`src/hw/rtl/fdr_pkg.sv`:
```
`timescale 1ns / 1ps
// fdr_pkg: shared widths and constants of the fresnel reflectance pipeline
// used by the divider, the square root and the top level; depends on nothing

package fdr_pkg;

	// fixed-point one in the q.30 cosine domain
	localparam int unsigned ONE_Q30_W = 31;
	localparam logic [ONE_Q30_W-1:0] ONE_Q30 = 31'h4000_0000;

	// transmitted cosine squared division: 32 bit divisor, 31 quotient bits
	localparam int unsigned DCOS_DEN_W = 32;
	localparam int unsigned DCOS_Q_W   = 31;

	// square root of a q.60 radicand, 31 result bits
	localparam int unsigned SQRT_W = 31;

	// amplitude ratio division: 38 bit divisor, q.26 quotient
	localparam int unsigned AMP_DEN_W = 38;
	localparam int unsigned AMP_Q_W   = 27;
	localparam logic [AMP_Q_W-1:0] AMP_ONE = 27'h400_0000;

	// reflectance full scale
	localparam logic [15:0] REFL_MAX = 16'hFFFF;

endpackage

```
`src/hw/rtl/fdr_div_pipe.sv`:
```
`timescale 1ns / 1ps
// fdr_div_pipe: pipelined restoring divider, one quotient bit per stage
// caller guarantees the initial partial remainder is below the divisor; uses fdr_pkg

module fdr_div_pipe #(
	parameter int unsigned DEN_W = fdr_pkg::DCOS_DEN_W,
	parameter int unsigned Q_W   = fdr_pkg::DCOS_Q_W,
	parameter int unsigned SB_W  = 1
) (
	input  logic             clk,
	input  logic             arst_n,
	input  logic             en,
	input  logic             in_valid,
	input  logic [DEN_W-1:0] in_rem,
	input  logic [Q_W-1:0]   in_low,
	input  logic [DEN_W-1:0] in_den,
	input  logic [SB_W-1:0]  in_sb,
	output logic             out_valid,
	output logic [Q_W-1:0]   out_quo,
	output logic [SB_W-1:0]  out_sb
);
	import fdr_pkg::*;

	logic               vld_s [1:Q_W];
	logic [DEN_W-1:0]   rem_s [1:Q_W];
	logic [Q_W-1:0]     low_s [1:Q_W];
	logic [DEN_W-1:0]   den_s [1:Q_W];
	logic [Q_W-1:0]     quo_s [1:Q_W];
	logic [SB_W-1:0]    sb_s  [1:Q_W];

	for (genvar i = 0; i < Q_W; i++) begin : g_stage
		logic             vld_in;
		logic [DEN_W-1:0] rem_in;
		logic [Q_W-1:0]   low_in;
		logic [DEN_W-1:0] den_in;
		logic [Q_W-1:0]   quo_in;
		logic [SB_W-1:0]  sb_in;
		logic [DEN_W:0]   trial;
		logic [DEN_W:0]   diff;
		logic             ge;
		logic [Q_W-1:0]   quo_nx;
		logic [DEN_W-1:0] rem_nx;

		// stage zero is the input beat itself
		if (i == 0) begin : g_head
			assign vld_in = in_valid;
			assign rem_in = in_rem;
			assign low_in = in_low;
			assign den_in = in_den;
			assign quo_in = '0;
			assign sb_in  = in_sb;
		end else begin : g_body
			assign vld_in = vld_s[i];
			assign rem_in = rem_s[i];
			assign low_in = low_s[i];
			assign den_in = den_s[i];
			assign quo_in = quo_s[i];
			assign sb_in  = sb_s[i];
		end

		// shift in the next dividend bit and try a subtract
		assign trial = {rem_in, low_in[Q_W-1-i]};
		assign diff  = trial - {1'b0, den_in};
		assign ge    = trial >= {1'b0, den_in};
		assign rem_nx = ge ? diff[DEN_W-1:0] : trial[DEN_W-1:0];

		always_comb begin
			quo_nx = quo_in;
			quo_nx[Q_W-1-i] = ge;
		end

		// valid bit
		always_ff @(posedge clk or negedge arst_n) begin
			if (!arst_n) begin
				vld_s[i+1] <= 1'b0;
			end else if (en) begin
				vld_s[i+1] <= vld_in;
			end
		end

		// payload
		always_ff @(posedge clk) begin
			if (en) begin
				rem_s[i+1] <= rem_nx;
				low_s[i+1] <= low_in;
				den_s[i+1] <= den_in;
				quo_s[i+1] <= quo_nx;
				sb_s[i+1]  <= sb_in;
			end
		end
	end

	assign out_valid = vld_s[Q_W];
	assign out_quo   = quo_s[Q_W];
	assign out_sb    = sb_s[Q_W];

endmodule

```
`config.mk`:
```
export PLATFORM = sky130hd
export DESIGN_NAME = fdr_div_pipe
export DESIGN_NICKNAME = d
export VERILOG_FILES = /design/src/hw/rtl/fdr_pkg.sv /design/src/hw/rtl/fdr_div_pipe.sv
export SDC_FILE = /design/constraint.sdc
export NUM_CORES = 2
export LEC_CHECK = 0
export BUFFER_PORTS_ARGS = -buffer_cell sky130_fd_sc_hd__buf_2
export CAP_MARGIN = 20
export CORE_UTILIZATION = 50
export DETAILED_ROUTE_END_ITERATION = 8
export GPL_TIMING_DRIVEN = 1
export PLACE_DENSITY = 0.65
export SYNTH_ARGS = -nofsm -noshare
export SYNTH_HDL_FRONTEND = slang
export SYNTH_SLANG_ARGS = --single-unit
export TNS_END_PERCENT = 30
```
`constraint.sdc`:
```
create_clock -name clk -period 3.9 [get_ports clk]
set_clock_uncertainty 0.15 [all_clocks]
set_input_delay 0.585 -clock clk [delete_from_list [all_inputs] [get_ports clk]]
set_output_delay 0.585 -clock clk [all_outputs]
set_load 0.02 [all_outputs]
```
# Word level (Yosys, flattened, before mapping)
# Memories as Yosys holds them, arrays and structs flattened.
# Cells that the tools add are included.
totals:
  ff_bits: 31
  latch_bits: 0
  ram_bits: 3937
  mem_bits_ro: 0
  inputBits: 100
  out_inout_bits: 33
  wordCells: 131
  n_memories: 5
mem_list:
  columns: ["name", "words", "word_bits", "read_ports", "rd_clocked_by_memory_dff", "write_ports", "line", "rtl"]
  rows:
  - ["den_s", 31, 32, 30, 0, 31, "fdr_div_pipe.sv:27", "logic [DEN_W-1:0] den_s [1:Q_W];"]
  - ["rem_s", 31, 32, 30, 0, 31, "fdr_div_pipe.sv:25", "logic [DEN_W-1:0] rem_s [1:Q_W];"]
  - ["low_s", 31, 31, 30, 0, 31, "fdr_div_pipe.sv:26", "logic [Q_W-1:0] low_s [1:Q_W];"]
  - ["quo_s", 31, 31, 31, 0, 31, "fdr_div_pipe.sv:28", "logic [Q_W-1:0] quo_s [1:Q_W];"]
  - ["sb_s", 31, 1, 31, 0, 31, "fdr_div_pipe.sv:29", "logic [SB_W-1:0] sb_s [1:Q_W];"]
classes:
  add_sub_neg: 31
  multipliers: 0
  div: 0
  magnitude_cmp: 31
  n_eq_ne: 0
  shift: 0
  muxes: 33
  bitwise: 0
  reduce_logical: 0
op_table:
  columns: ["op", "count"]
  rows:
  - ["33-bit by 32-bit greater-or-equal comparator with 1-bit output", 31]
  - ["32-bit 2-to-1 mux", 31]
  - ["32-bit subtractor", 31]
  - ["1-bit 2-to-1 mux", 2]

# Longest topological paths before layout
# An unclocked memory read counts as a cell.
logic_depth:
  ltp_word: 3
  mapped_depth: 16
  ltp_nobuf: 14

# Worst setup path after synthesis
# OpenSTA, ideal clock, no wires.
synth_path:
  path_kind: "input to register"
  from: "input in_den[14]"
  to: "register rem_s[0][46] (netlist name)"
  setup_time_ps: 260
  t_arrival_ps: 3288
  t_required_ps: 3490
  path_slack_ps: 202
  stages: 13
  n_path_buf: 2
  cell_sequence: "inv_1 -> ha_1 -> buf_6 -> a21o_1 -> a211o_1 -> a2111oi_1 -> o2111ai_1 -> o311ai_1 -> or4_1 -> a21oi_1 -> o31ai_4 -> buf_4 -> mux2_2"
synth_rtl:
  columns: ["element", "line", "rtl"]
  rows:
  - ["start, declared", "fdr_div_pipe.sv:16", "input logic [DEN_W-1:0] in_den,"]

==> summary.md <==
| Metric | Value |
|---|---|
| Outcome | `finished, final reports clean` |
| Cells after synthesis | `12,491` |
| Io pins | `133` |
| Fin. max-slew vios | `0` |
| Post-synth top area cell | `edfxtp_1` |
| Placed insts | `16,821` |
| Layout Utilization | `57.4%` |
| Max stage delay on crit path | `430 ps` |
| Max Cap Viol | `0` |
| Min Hold Slack | `105 ps` |
| PwrDens | `848 mW/mm^2` |
| DR WL/cell | `20.3 um` |
| Seq cells post-synth | `2,943` |
| Synth top area share | `57.5%` |
| Initial core utilization | `50.2%` |
| Synth Area in Compound Gates | `12.6%` |
| Worst-case clock buffer depth | `4` |
| Most frequent cells in the layout | `edfxtp_1 (2,912), inv_1 (1,278), ha_1 (987)` |
| Fraction of layout cells with a size suffix above 1 | `13.9%` |
| Switching Fraction | `36.4%` |
| Cells along the critical path | `ha_1 -> nor2b_1 -> o21a_1 -> o21bai_2 -> a211oi_1 -> o31a_1 -> o31a_1 -> a21o_1 -> a221o_1 -> a41oi_4 -> buf_12 -> mux2_1` |
| Vias per cell | `5.61` |
| Number of global-route vias before repair | `97,470` |
| # setup viols final | `0` |
| Total Die Area | `0.306 mm^2` |
| Final ANT Viol Nets | `0` |
| Largest net degree at the start of global routing | `96` |
| GR Overflow Total | `0` |
| Xor/xnor share of the synthesized area | `4.75%` |
| TritonRoute pass-1 iters | `6` |
| Detailed Route Iter0 Violations | `7,876` |
| Synthesized Nets | `13,613` |
| CP max-delay cell | `edfxtp_1` |
| Residual DRC count | `0` |
| Max Clk Rate | `261 MHz` |
| CTS root buf | `clkbuf_16` |
| Part of the power in registers | `34.6%` |
| Mean post-synth cell area | `12.2 um^2` |
| Fin crit share | `98.2%` |
| Critical Path Start Type | `register` |
| Net Switching | `0.0536 W` |
| Combinational Power Share | `44.9%` |
| Area grow syn2layout | `14.2%` |
| Nets | `14,419` |
| Worst EP arrival | `4340 ps` |
| Post-synth EDFFs | `2,912` |
| Synthesized-area fraction occupied by adder cells | `8.56%` |
| Port bufs | `132` |
| Clk pin slew, worst setup/hold paths | `60 ps` |
| Largest family of logic cells by synthesized area | `compound AO/OA/AOI/OAI gates` |
| Area of the mapped netlist | `0.152 mm^2` |
| Top post-synthesis cells by area | `edfxtp_1 (58%), ha_1 (8.2%), mux2_2 (3.9%)` |
| Post-synth cell types | `100` |
| Crit Path Max Fanout | `27` |
| Commonest non-fill, non-tap cell in the layout | `edfxtp_1` |
| Setup CP Type | `reg2reg` |
| Hold Crit Class | `in2async` |
| Final min period | `3830 ps` |
| Routability cong. | `0.928` |
| Core area | `0.303 mm^2` |
| First-pass GRT wire length | `550,000 um` |
| Worst slew pin tran | `893 ps` |
| Initial antenna violation count | `5` |
| Rel. slew slack | `39.0%` |
| Die H | `553 um` |
| Overall Power | `0.147 W` |
| Sink Count | `2,943` |
| LEAKAGE | `70.3 nW` |
| CTS H-tree lvls | `5` |
| Mux contribution to synthesized area | `4.24%` |
| Final hold vios | `0` |
| Total wire length | `356,000 um` |
| Clk_lat worst skew | `910 ps` |
| Cell family with most CP delay | `compound AO/OA/AOI/OAI gates` |
| Yosys warnings | `0` |
| CTS buffer count | `323` |
| WP buf/inv | `1` |
| Die Wd | `553 um` |
| Async SR Flop Fraction | `1.05%` |
| All-Layer GR Usage | `22.7%` |
| Worst slack, placed | `-215 ps` |
| Final Non-Filler Cells | `17,529` |
| Routed vias | `98,424` |
| # rows | `202` |
| CTS tree | `built` |
| Prevailing post-synth register cell | `edfxtp_1` |
| Peak supply drop | `0.469 mV` |
| Power Internal | `0.0937 W` |
| Post-detail-place hpwl | `267,000 um` |
| Crit end category | `register` |
| RSZ-0062 raised after global routing | `yes` |
| CP required | `4410 ps` |
| Synth Area in Simple Gates | `7.74%` |
| Clock share of power | `20.5%` |
| PnR worst setup slack | `70.4 ps` |
| Critical Path Most Common Cell | `o31a_1` |
| Share of the yosys chip area belonging to registers | `58.1%` |
## cell usage after synthesis, types with 30 or more instances
master and instances:
dfrtp_1 31, a21o_1 464, mux2_2 521, o31ai_1 58
nand3_1 199, a21oi_1 993, o211ai_1 34, fa_1 30
nand4_1 186, xor2_1 341, xnor2_1 483, buf_2 70
nor4_1 42, mux2i_1 41, a21boi_0 32, ha_1 992
nor3_1 101, clkbuf_1 193, or3_1 30, and3_1 94
nor2_1 586, o21bai_1 124, inv_1 1278, a31oi_1 125
nand2_1 821, o21a_1 89, nor2b_1 156, nand2b_1 109
o21ai_1 37, o21ai_0 730, a211oi_1 68, edfxtp_1 2912
## power groups by stage
stage | sequential, W | combinational [W] | clock (W)
after floorplan | 0.0485 | 0.0474 | 0
after detailed placement | 0.0516 | 0.0639 | 0
after global routing | 0.0515 | 0.0728 | 0.0322
after global placement | 0.0517 | 0.0629 | 0
after CTS | 0.0511 | 0.0646 | 0.0311
final | 0.0509 | 0.0662 | 0.0302
## logic make-up (layout without fill, tap and decap cells)
| kind of cell | Yosys count | count (layout) |
|---|---|---|
| AND/OR/NAND/NOR | 2473 | 2473 |
| adder cells (fa/ha/maj) | 1022 | 1022 |
| other | 0 | 2 |
| AO/OA/AOI/OAI | 3068 | 3070 |
| XOR/XNOR | 824 | 824 |
| flip-flops | 2943 | 2943 |
| buffers and inverters | 1584 | 2640 |
| multiplexers | 577 | 577 |
## timing repair
action                                  in CTS  in global routing
setup buffers                                2                 22
pin swaps                                    2                 25
hold endpoints to repair                   134                  0
endpoints found under the setup margin      61                566
hold buffers                                98                  0
cloned                                       0                  7
resized for setup                           10                129
## flip-flops by register name (all words and copies together) (netlist names)
register	count
sb_s	31
low_s	465
den_s	960
out_valid	1
g_stage.vld_in	30
quo_s	496
rem_s	960
## layout make-up
type	count	area, um^2
fillers	24572	129000
flip-flops and latches	2943	88200
multi-input cells	7966	58300
clock buffers	389	8350
repair buffers	784	6800
well taps	3978	4980
inverters	1279	4800
clock inverters	188	2130
diodes	2	5.00
## worst paths after layout
check,startpoint,to,slack [ps],cells past startpoint
min in group clk,in_low[0],low_s[0][31]$_DFFE_PP_,220,2
worst max-delay path,rem_s[0][192]$_DFFE_PP_,rem_s[0][227]$_DFFE_PP_,70,12
worst min-delay path,arst_n,g_stage[5].vld_in$_DFFE_PN0P_,110,2
worst max register to register,rem_s[0][192]$_DFFE_PP_,rem_s[0][227]$_DFFE_PP_,70,12
max in group asynchronous,arst_n,out_valid$_DFFE_PN0P_,3050,2
worst min register to register,low_s[0][386]$_DFFE_PP_,low_s[0][417]$_DFFE_PP_,240,0
## metrics by stage
stage,setup TNS (ps),instance area (um^2)
4_1_cts,0,173000
6_report,0,174000
3_3_place_gp,-3080,161000
2_1_floorplan,0,152000
3_5_place_dp,-4290,161000
5_1_grt,-2420,174000
## metal layers
layer	up-vias	wire length [um]	track usage, %
li1	47611	-	-
met1	47709	150000	29.1
met4	2	12200	7.82
met2	2478	179000	40.1
met3	624	15300	2.32
met5	-	13	0
(Power assumes the default switching activity.)
