===== src/hw/rtl/fdr_pkg.sv =====
`timescale 1ns / 1ps
// fdr_pkg: shared widths and constants of the fresnel reflectance pipeline
// used by the divider, the square root and the top level; depends on nothing

package fdr_pkg;

	// fixed-point one in the q.30 cosine domain
	localparam int unsigned ONE_Q30_W = 31;
	localparam logic [ONE_Q30_W-1:0] ONE_Q30 = 31'h4000_0000;

	// transmitted cosine squared division: 32 bit divisor, 31 quotient bits
	localparam int unsigned DCOS_DEN_W = 32;
	localparam int unsigned DCOS_Q_W   = 31;

	// square root of a q.60 radicand, 31 result bits
	localparam int unsigned SQRT_W = 31;

	// amplitude ratio division: 38 bit divisor, q.26 quotient
	localparam int unsigned AMP_DEN_W = 38;
	localparam int unsigned AMP_Q_W   = 27;
	localparam logic [AMP_Q_W-1:0] AMP_ONE = 27'h400_0000;

	// reflectance full scale
	localparam logic [15:0] REFL_MAX = 16'hFFFF;

endpackage


===== src/hw/rtl/fdr_sqrt_pipe.sv =====
`timescale 1ns / 1ps
// fdr_sqrt_pipe: pipelined digit-by-digit integer square root, one root bit per stage
// floor of the root of a 2*R_W bit radicand; uses fdr_pkg

module fdr_sqrt_pipe #(
	parameter int unsigned R_W  = fdr_pkg::SQRT_W,
	parameter int unsigned SB_W = 1
) (
	input  logic              clk,
	input  logic              arst_n,
	input  logic              en,
	input  logic              in_valid,
	input  logic [2*R_W-1:0]  in_rad,
	input  logic [SB_W-1:0]   in_sb,
	output logic              out_valid,
	output logic [R_W-1:0]    out_root,
	output logic [SB_W-1:0]   out_sb
);
	import fdr_pkg::*;

	logic               vld_s  [1:R_W];
	logic [R_W:0]       rem_s  [1:R_W];
	logic [R_W-1:0]     root_s [1:R_W];
	logic [2*R_W-1:0]   rad_s  [1:R_W];
	logic [SB_W-1:0]    sb_s   [1:R_W];

	for (genvar i = 0; i < R_W; i++) begin : g_stage
		logic             vld_in;
		logic [R_W:0]     rem_in;
		logic [R_W-1:0]   root_in;
		logic [2*R_W-1:0] rad_in;
		logic [SB_W-1:0]  sb_in;
		logic [R_W+2:0]   trial;
		logic [R_W+2:0]   tst;
		logic [R_W+2:0]   diff;
		logic             ge;

		// stage zero starts from an empty root and remainder
		if (i == 0) begin : g_head
			assign vld_in  = in_valid;
			assign rem_in  = '0;
			assign root_in = '0;
			assign rad_in  = in_rad;
			assign sb_in   = in_sb;
		end else begin : g_body
			assign vld_in  = vld_s[i];
			assign rem_in  = rem_s[i];
			assign root_in = root_s[i];
			assign rad_in  = rad_s[i];
			assign sb_in   = sb_s[i];
		end

		// bring down the next bit pair and test root*4+1
		assign trial = {rem_in, rad_in[2*(R_W-1-i)+1], rad_in[2*(R_W-1-i)]};
		assign tst   = {1'b0, root_in, 2'b01};
		assign diff  = trial - tst;
		assign ge    = trial >= tst;

		always_ff @(posedge clk or negedge arst_n) begin
			if (!arst_n) begin
				vld_s[i+1] <= 1'b0;
			end else if (en) begin
				vld_s[i+1] <= vld_in;
			end
		end

		always_ff @(posedge clk) begin
			if (en) begin
				rem_s[i+1]  <= ge ? diff[R_W:0] : trial[R_W:0];
				root_s[i+1] <= {root_in[R_W-2:0], ge};
				rad_s[i+1]  <= rad_in;
				sb_s[i+1]   <= sb_in;
			end
		end
	end

	assign out_valid = vld_s[R_W];
	assign out_root  = root_s[R_W];
	assign out_sb    = sb_s[R_W];

endmodule


===== config.mk =====
export PLATFORM = sky130hd
export DESIGN_NAME = fdr_sqrt_pipe
export DESIGN_NICKNAME = d
export VERILOG_FILES = /design/src/hw/rtl/fdr_pkg.sv /design/src/hw/rtl/fdr_sqrt_pipe.sv
export SDC_FILE = /design/constraint.sdc
export NUM_CORES = 2
export LEC_CHECK = 0
export BUFFER_PORTS_ARGS = -buffer_cell sky130_fd_sc_hd__buf_2
export CAP_MARGIN = 10
export CORE_MARGIN = 2
export CORE_UTILIZATION = 60
export DETAILED_ROUTE_END_ITERATION = 8
export GPL_TIMING_DRIVEN = 0
export HOLD_SLACK_MARGIN = 0.05
export PLACE_DENSITY = 0.74
export SLEW_MARGIN = 25
export SYNTH_ARGS = -nofsm -noshare
export SYNTH_HDL_FRONTEND = slang
export SYNTH_SLANG_ARGS = --single-unit
export TNS_END_PERCENT = 30

===== constraint.sdc =====
create_clock -name clk -period 9.7 [get_ports clk]
set_clock_uncertainty 0.05 [all_clocks]
set_input_delay 1.455 -clock clk [delete_from_list [all_inputs] [get_ports clk]]
set_output_delay 1.455 -clock clk [all_outputs]
set_load 0.005 [all_outputs]

Word level (Yosys, flattened, before mapping):

Memory sizes are Yosys's and may differ from the RTL's.
Index checks and enable logic that the tools add are counted.

* output and inout bits: 33
* memories: 4
* RAM bits: 3906
* input port bits: 67
* register bits: 31
* logic and storage cells: 130

Memory list
* rad_s: words 31, bits a word 62, read ports 30, clocked after Yosys merged registers in 0, write ports 31, RTL line fdr_sqrt_pipe.sv:24 `logic [2*R_W-1:0] rad_s [1:R_W];`
* rem_s: words 31, bits a word 32, read ports 30, clocked after Yosys merged registers in 0, write ports 31, RTL line fdr_sqrt_pipe.sv:22 `logic [R_W:0] rem_s [1:R_W];`
* root_s: words 31, bits a word 31, read ports 31, clocked after Yosys merged registers in 0, write ports 31, RTL line fdr_sqrt_pipe.sv:23 `logic [R_W-1:0] root_s [1:R_W];`
* sb_s: words 31, bits a word 1, read ports 31, clocked after Yosys merged registers in 0, write ports 31, RTL line fdr_sqrt_pipe.sv:25 `logic [SB_W-1:0] sb_s [1:R_W];`

* muxes and demuxes: 33
* order comparisons: 31
* add/sub/neg operators: 31

Operators with widths (number)
* >= comparator 34 x 33 -> 1 bit: 30
* 2-to-1 mux 32 bit: 31
* subtractor 32 bit: 30
* subtractor 2 x 1 -> 3 bit, second input constant: 1
* >= comparator 2 x 1 -> 1 bit, second input constant: 1
* 2-to-1 mux 1 bit: 2

Logic depth before layout (Yosys ltp):

An unclocked memory read counts as a cell.

* depth after elaboration: 3
* gate-level depth with buffers: 15
* gate-level depth less buffers: 13

Least setup slack after synthesis:

No wires, ideal clock.

* path kind: register -> register
* start: register, netlist name rem_s[7][32]
* end: register, netlist name rem_s[7][82]
* path buffers: 1
* slack: 6.503 ns
* data required time: 9.390 ns
* setup time: 0.260 ns
* arrival: 2.887 ns
* stages on the path, launching flop included: 11
* cell sequence: edfxtp_1 -> ha_1 -> nor2b_1 -> o31a_1 -> o211ai_1 -> a211oi_1 -> a211oi_1 -> nor3_1 -> nor3_1 -> clkbuf_1 -> mux2_2

==> out/qor.log <==
INFO  die            die-area=188400squm
INFO  clocking       cts-root-buf=clkbuf_16
INFO  synthesis      synth.lib_cells_used.distinct=95
INFO  placed_design  placedInstanceArea=115100squm
INFO  setup_path     worst-endpoint-required=10.30ns
INFO  die            core_area=183500squm
INFO  hold_path      holdPathStages=0
INFO  clocking       clock_buffers_created_by_tritoncts=236
INFO  timing         worst_slew_pin_slew=1.063ns
INFO  global_routing grt_pass1_vias=64820
INFO  final_layout   fillers=13140
INFO  clocking       clock_tree.htree_level_count=4
INFO  final_layout   layout-drive-gt1-share=6.949%
INFO  final_layout   post-route-util=67.03%
INFO  synthesis      synth_async_sr_flop_share=1.291%
INFO  detailed_routing route.antenna.remaining_nets=0
INFO  setup_path     timing.critical_path.slowest_cell_delay=0.68ns
INFO  synthesis      ys_top_cells_by_area=edfxtp_1 (64%), ha_1 (6.0%), xnor2_1 (3.2%), xor2_1 (2.8%), inv_1 (2.3%)
INFO  timing         final_hold_viol_count=0
INFO  final_layout   layout-area-overhead-vs-synth=10.85%
INFO  hold_path      timing.hold.worst_endpoint=rad_s[0][311]$_DFFE_PP_
INFO  clocking       cts_tree=done
INFO  clocking       cts.reportedPaths.clkPinSlew=0.06ns
INFO  die            dieHeight=434.0microns
INFO  setup_path     critical_path.endpoint_type=flop
INFO  synthesis      ys_seq_area_share=64.87%
INFO  timing         max_slew_violation_total_from_the_final_report=0
INFO  global_routing maximum_number_of_pins_on_one_net_before_global_route_repair=150
INFO  power          vdd_drop_max=0.0002145V
INFO  timing         rsz0062_at_grt=false
INFO  hold_path      startpoint_of_the_tightest_hold_check_path=rad_s[0][249]$_DFFE_PP_
INFO  setup_path     worstRegToRegCells=12
INFO  die            num_io_pins=100
INFO  detailed_routing via_per_inst=5.774
INFO  final_layout   final_area=123000squm
INFO  setup_path     crit_path_cell_trace=inv_1 > ha_1 > nor2b_1 > o31a_1 > a2111oi_1 > o211a_1 > o221ai_1 > a21oi_1 > buf_2 > buf_1 > nand2_1 > o31ai_1
INFO  setup_path     critical_path.reg2reg.startpoint=root_s[0][713]$_DFFE_PP_
INFO  setup_path     path_buf_inv=3
INFO  setup_path     data_arrival_time_of_the_critical_path=5.42ns
INFO  clocking       hold_buffers=0
INFO  placed_design  detailedPlacementHpwl=161.9mm
INFO  job            drv.max_cap_violation_count=0
INFO  timing         period_share=49.62%
INFO  timing         relSlewSlack=28.93%
INFO  detailed_routing drc=0
INFO  timing         final_period_minus_worst_setup_slack=4.813ns
INFO  global_routing grt_overflow=0
INFO  global_routing number_of_antenna_violations_at_the_first_check_in_global_routing=4
INFO  global_routing grt_pass1_wl=352.9mm
INFO  setup_path     worst_path_max_delay_cell=a2111oi_1
INFO  global_routing globalRouteTotalUtil=23.79%
INFO  detailed_routing routed_wire_length_per_instance=19.56microns
INFO  synthesis      yosys.area.top_type=edfxtp_1
INFO  detailed_routing dr.first_iter.drc_count=5829
INFO  placed_design  io_buffer_count=99
INFO  synthesis      synthCells=8527
INFO  timing         timing.fmax=207.8MHz
INFO  die            initial_core_utilization=60.47%
INFO  final_layout   final_nets=9478
INFO  timing         setup_tns=0ns
INFO  setup_path     timing.critical_path.from_type=flop
INFO  placed_design  globalplace.congestion=0.9076
INFO  detailed_routing route.final.wire_length=225.8mm
INFO  setup_path     reg2reg_to=rem_s[6][10]$_DFFE_PP_
INFO  hold_path      min_path_type=flop to flop
INFO  setup_path     timing.critical_path.fanout_max=10
INFO  timing         setup_viol=0
INFO  die            die_w=434.0microns
INFO  final_layout   antennaDiodeCount=0
INFO  detailed_routing vias=66660
INFO  outcome        outcome=finished clean
INFO  die            rows=157
INFO  setup_path     worst-r2r-setup-slack=4.89ns
INFO  detailed_routing first_pass_iters=6
INFO  clocking       clock_path_buffers=3
INFO  final_layout   layout_common_cells=edfxtp_1 (2371), inv_1 (675), nand2_1 (633)
INFO  synthesis      postSynthAreaPerCell=13.01squm
INFO  synthesis      synth.cell_area=110900squm
INFO  synthesis      ys.flop_type=edfxtp_1
INFO  clocking       cts_num_sinks=2402
INFO  setup_path     worst_path_dominant_cell_family=compound AO/OA/AOI/OAI gates
INFO  clocking       postCtsResizedCells=0
INFO  power          p_leak=0.04718uW
INFO  clocking       clk_latency=0.90ns
INFO  synthesis      synthesis.nets=9122
INFO  synthesis      synth_enable_flop_cells=2371
INFO  synthesis      synth-seq-cells=2402
INFO  clocking       post-cts-setup-buffers=0
INFO  power          power.density=236.6nW/um^2
INFO  setup_path     worst-setup-path-type=flop to flop
INFO  final_layout   final_common_cell=edfxtp_1
INFO  synthesis      synth-warning-count=0
INFO  synthesis      synthDominantCellAreaShare=64.17%
[per-layer routing]
metal,track usage (%),wire length (microns),vias up
met1,34.50,103300,32320
met5,0,13,-
met3,3.472,12360,357
met4,6.535,5382,2
li1,-,-,32210
met2,37.81,104800,1770
[sequential cells by signal, indices dropped and copies added (netlist names)]
name	cells
out_valid	1
root_s	496
rem_s	914
g_stage.vld_in	30
sb_s	31
rad_s	930
[worst max path at each step]
stage | startpoint | endpoint | slack (ns) | cells after the start
2_1_floorplan | rem_s[7][32]$_DFFE_PP_ | rem_s[7][82]$_DFFE_PP_ | 6.50 | 10
3_3_place_gp | en | g_stage[23].vld_in$_DFFE_PN0P_ | -30.37 | 2
3_5_place_dp | en | root_s[0][977]$_DFFE_PP_ | 4.52 | 6
4_1_cts | rad_s[1][809]$_DFFE_PP_ | rem_s[7][88]$_DFFE_PP_ | 4.78 | 13
5_1_grt | rad_s[1][809]$_DFFE_PP_ | rem_s[7][88]$_DFFE_PP_ | 4.66 | 13
6_report | root_s[0][713]$_DFFE_PP_ | rem_s[6][10]$_DFFE_PP_ | 4.89 | 12
[logic make-up (layout without fill, tap and decap cells)]
group | count (synthesis) | after routing | share of synthesized area [%]
buf+inv | 850 | 1403 | 2.923
other cells | 1 | 1 | 0.003380
compound gates | 1725 | 1725 | 9.683
fa+ha+maj | 528 | 528 | 5.954
xor+xnor | 758 | 758 | 5.991
flops | 2402 | 2402 | 64.87
simple gates | 2178 | 2178 | 9.704
mux | 85 | 85 | 0.8695
[worst reg2reg max path: cells and delay by family (launching register included)]
family	cells	cell delay (ns)
compound gates	6	2.31
buf+inv	3	1.07
flops	1	0.54
fa+ha+maj	1	0.35
simple gates	2	0.29
[metrics by stage]
| step | total power [uW] | setup WS, ns | hold WS (ns) | std cells |
|---|---|---|---|---|
| after floorplan | 18140 | 6.503 | 0.3503 | 8527 |
| after global placement | 20640 | -30.37 | 0.3503 | 11090 |
| after detailed placement | 20050 | 4.523 | 0.3545 | 11110 |
| after CTS | 29290 | 4.780 | 0.3364 | 11540 |
| after global routing | 30530 | 4.665 | 0.3413 | 11540 |
| final | 29100 | 4.887 | 0.3395 | 11540 |
[report_power, final]
group	switching (uW)	internal, uW
Sequential	877	13100
Combinational	3500	2430
Clock	3940	5220
[area by class of cell]
type,count,area [sq um],area share [%]
Buffer,167,679.4,0.5524
Clock buffer,281,6147,4.998
Clock inverter,154,1759,1.430
Inverter,683,2564,2.085
Multi-Input combinational cell,5275,35740,29.06
Sequential cell,2402,71970,58.52
Tap cell,2464,3083,2.507
Timing Repair Buffer,118,1033,0.8404
[cells in the mapped netlist, types with 17 or more instances]
master / number
nand2b_1: 116
a31oi_1: 56
nor3b_1: 17
clkbuf_1: 131
nand4_1: 92
or2_2: 35
and2_1: 39
xnor2_1: 406
nand3b_1: 21
ha_1: 528
nor2_1: 494
a21boi_0: 29
o211ai_1: 20
o21bai_1: 52
o31ai_1: 63
nor2b_1: 74
mux2_2: 66
or3_1: 77
and3_1: 44
buf_1: 18
nor3_1: 187
or4_1: 42
a21o_1: 245
a21oi_1: 487
o41ai_1: 18
nor4_1: 106
o21a_1: 89
inv_1: 675
nand2_1: 633
dfrtp_1: 31
nand3_1: 124
o21ai_0: 465
xor2_1: 351
edfxtp_1: 2371
a211oi_1: 41
(Power assumes the default switching activity.)
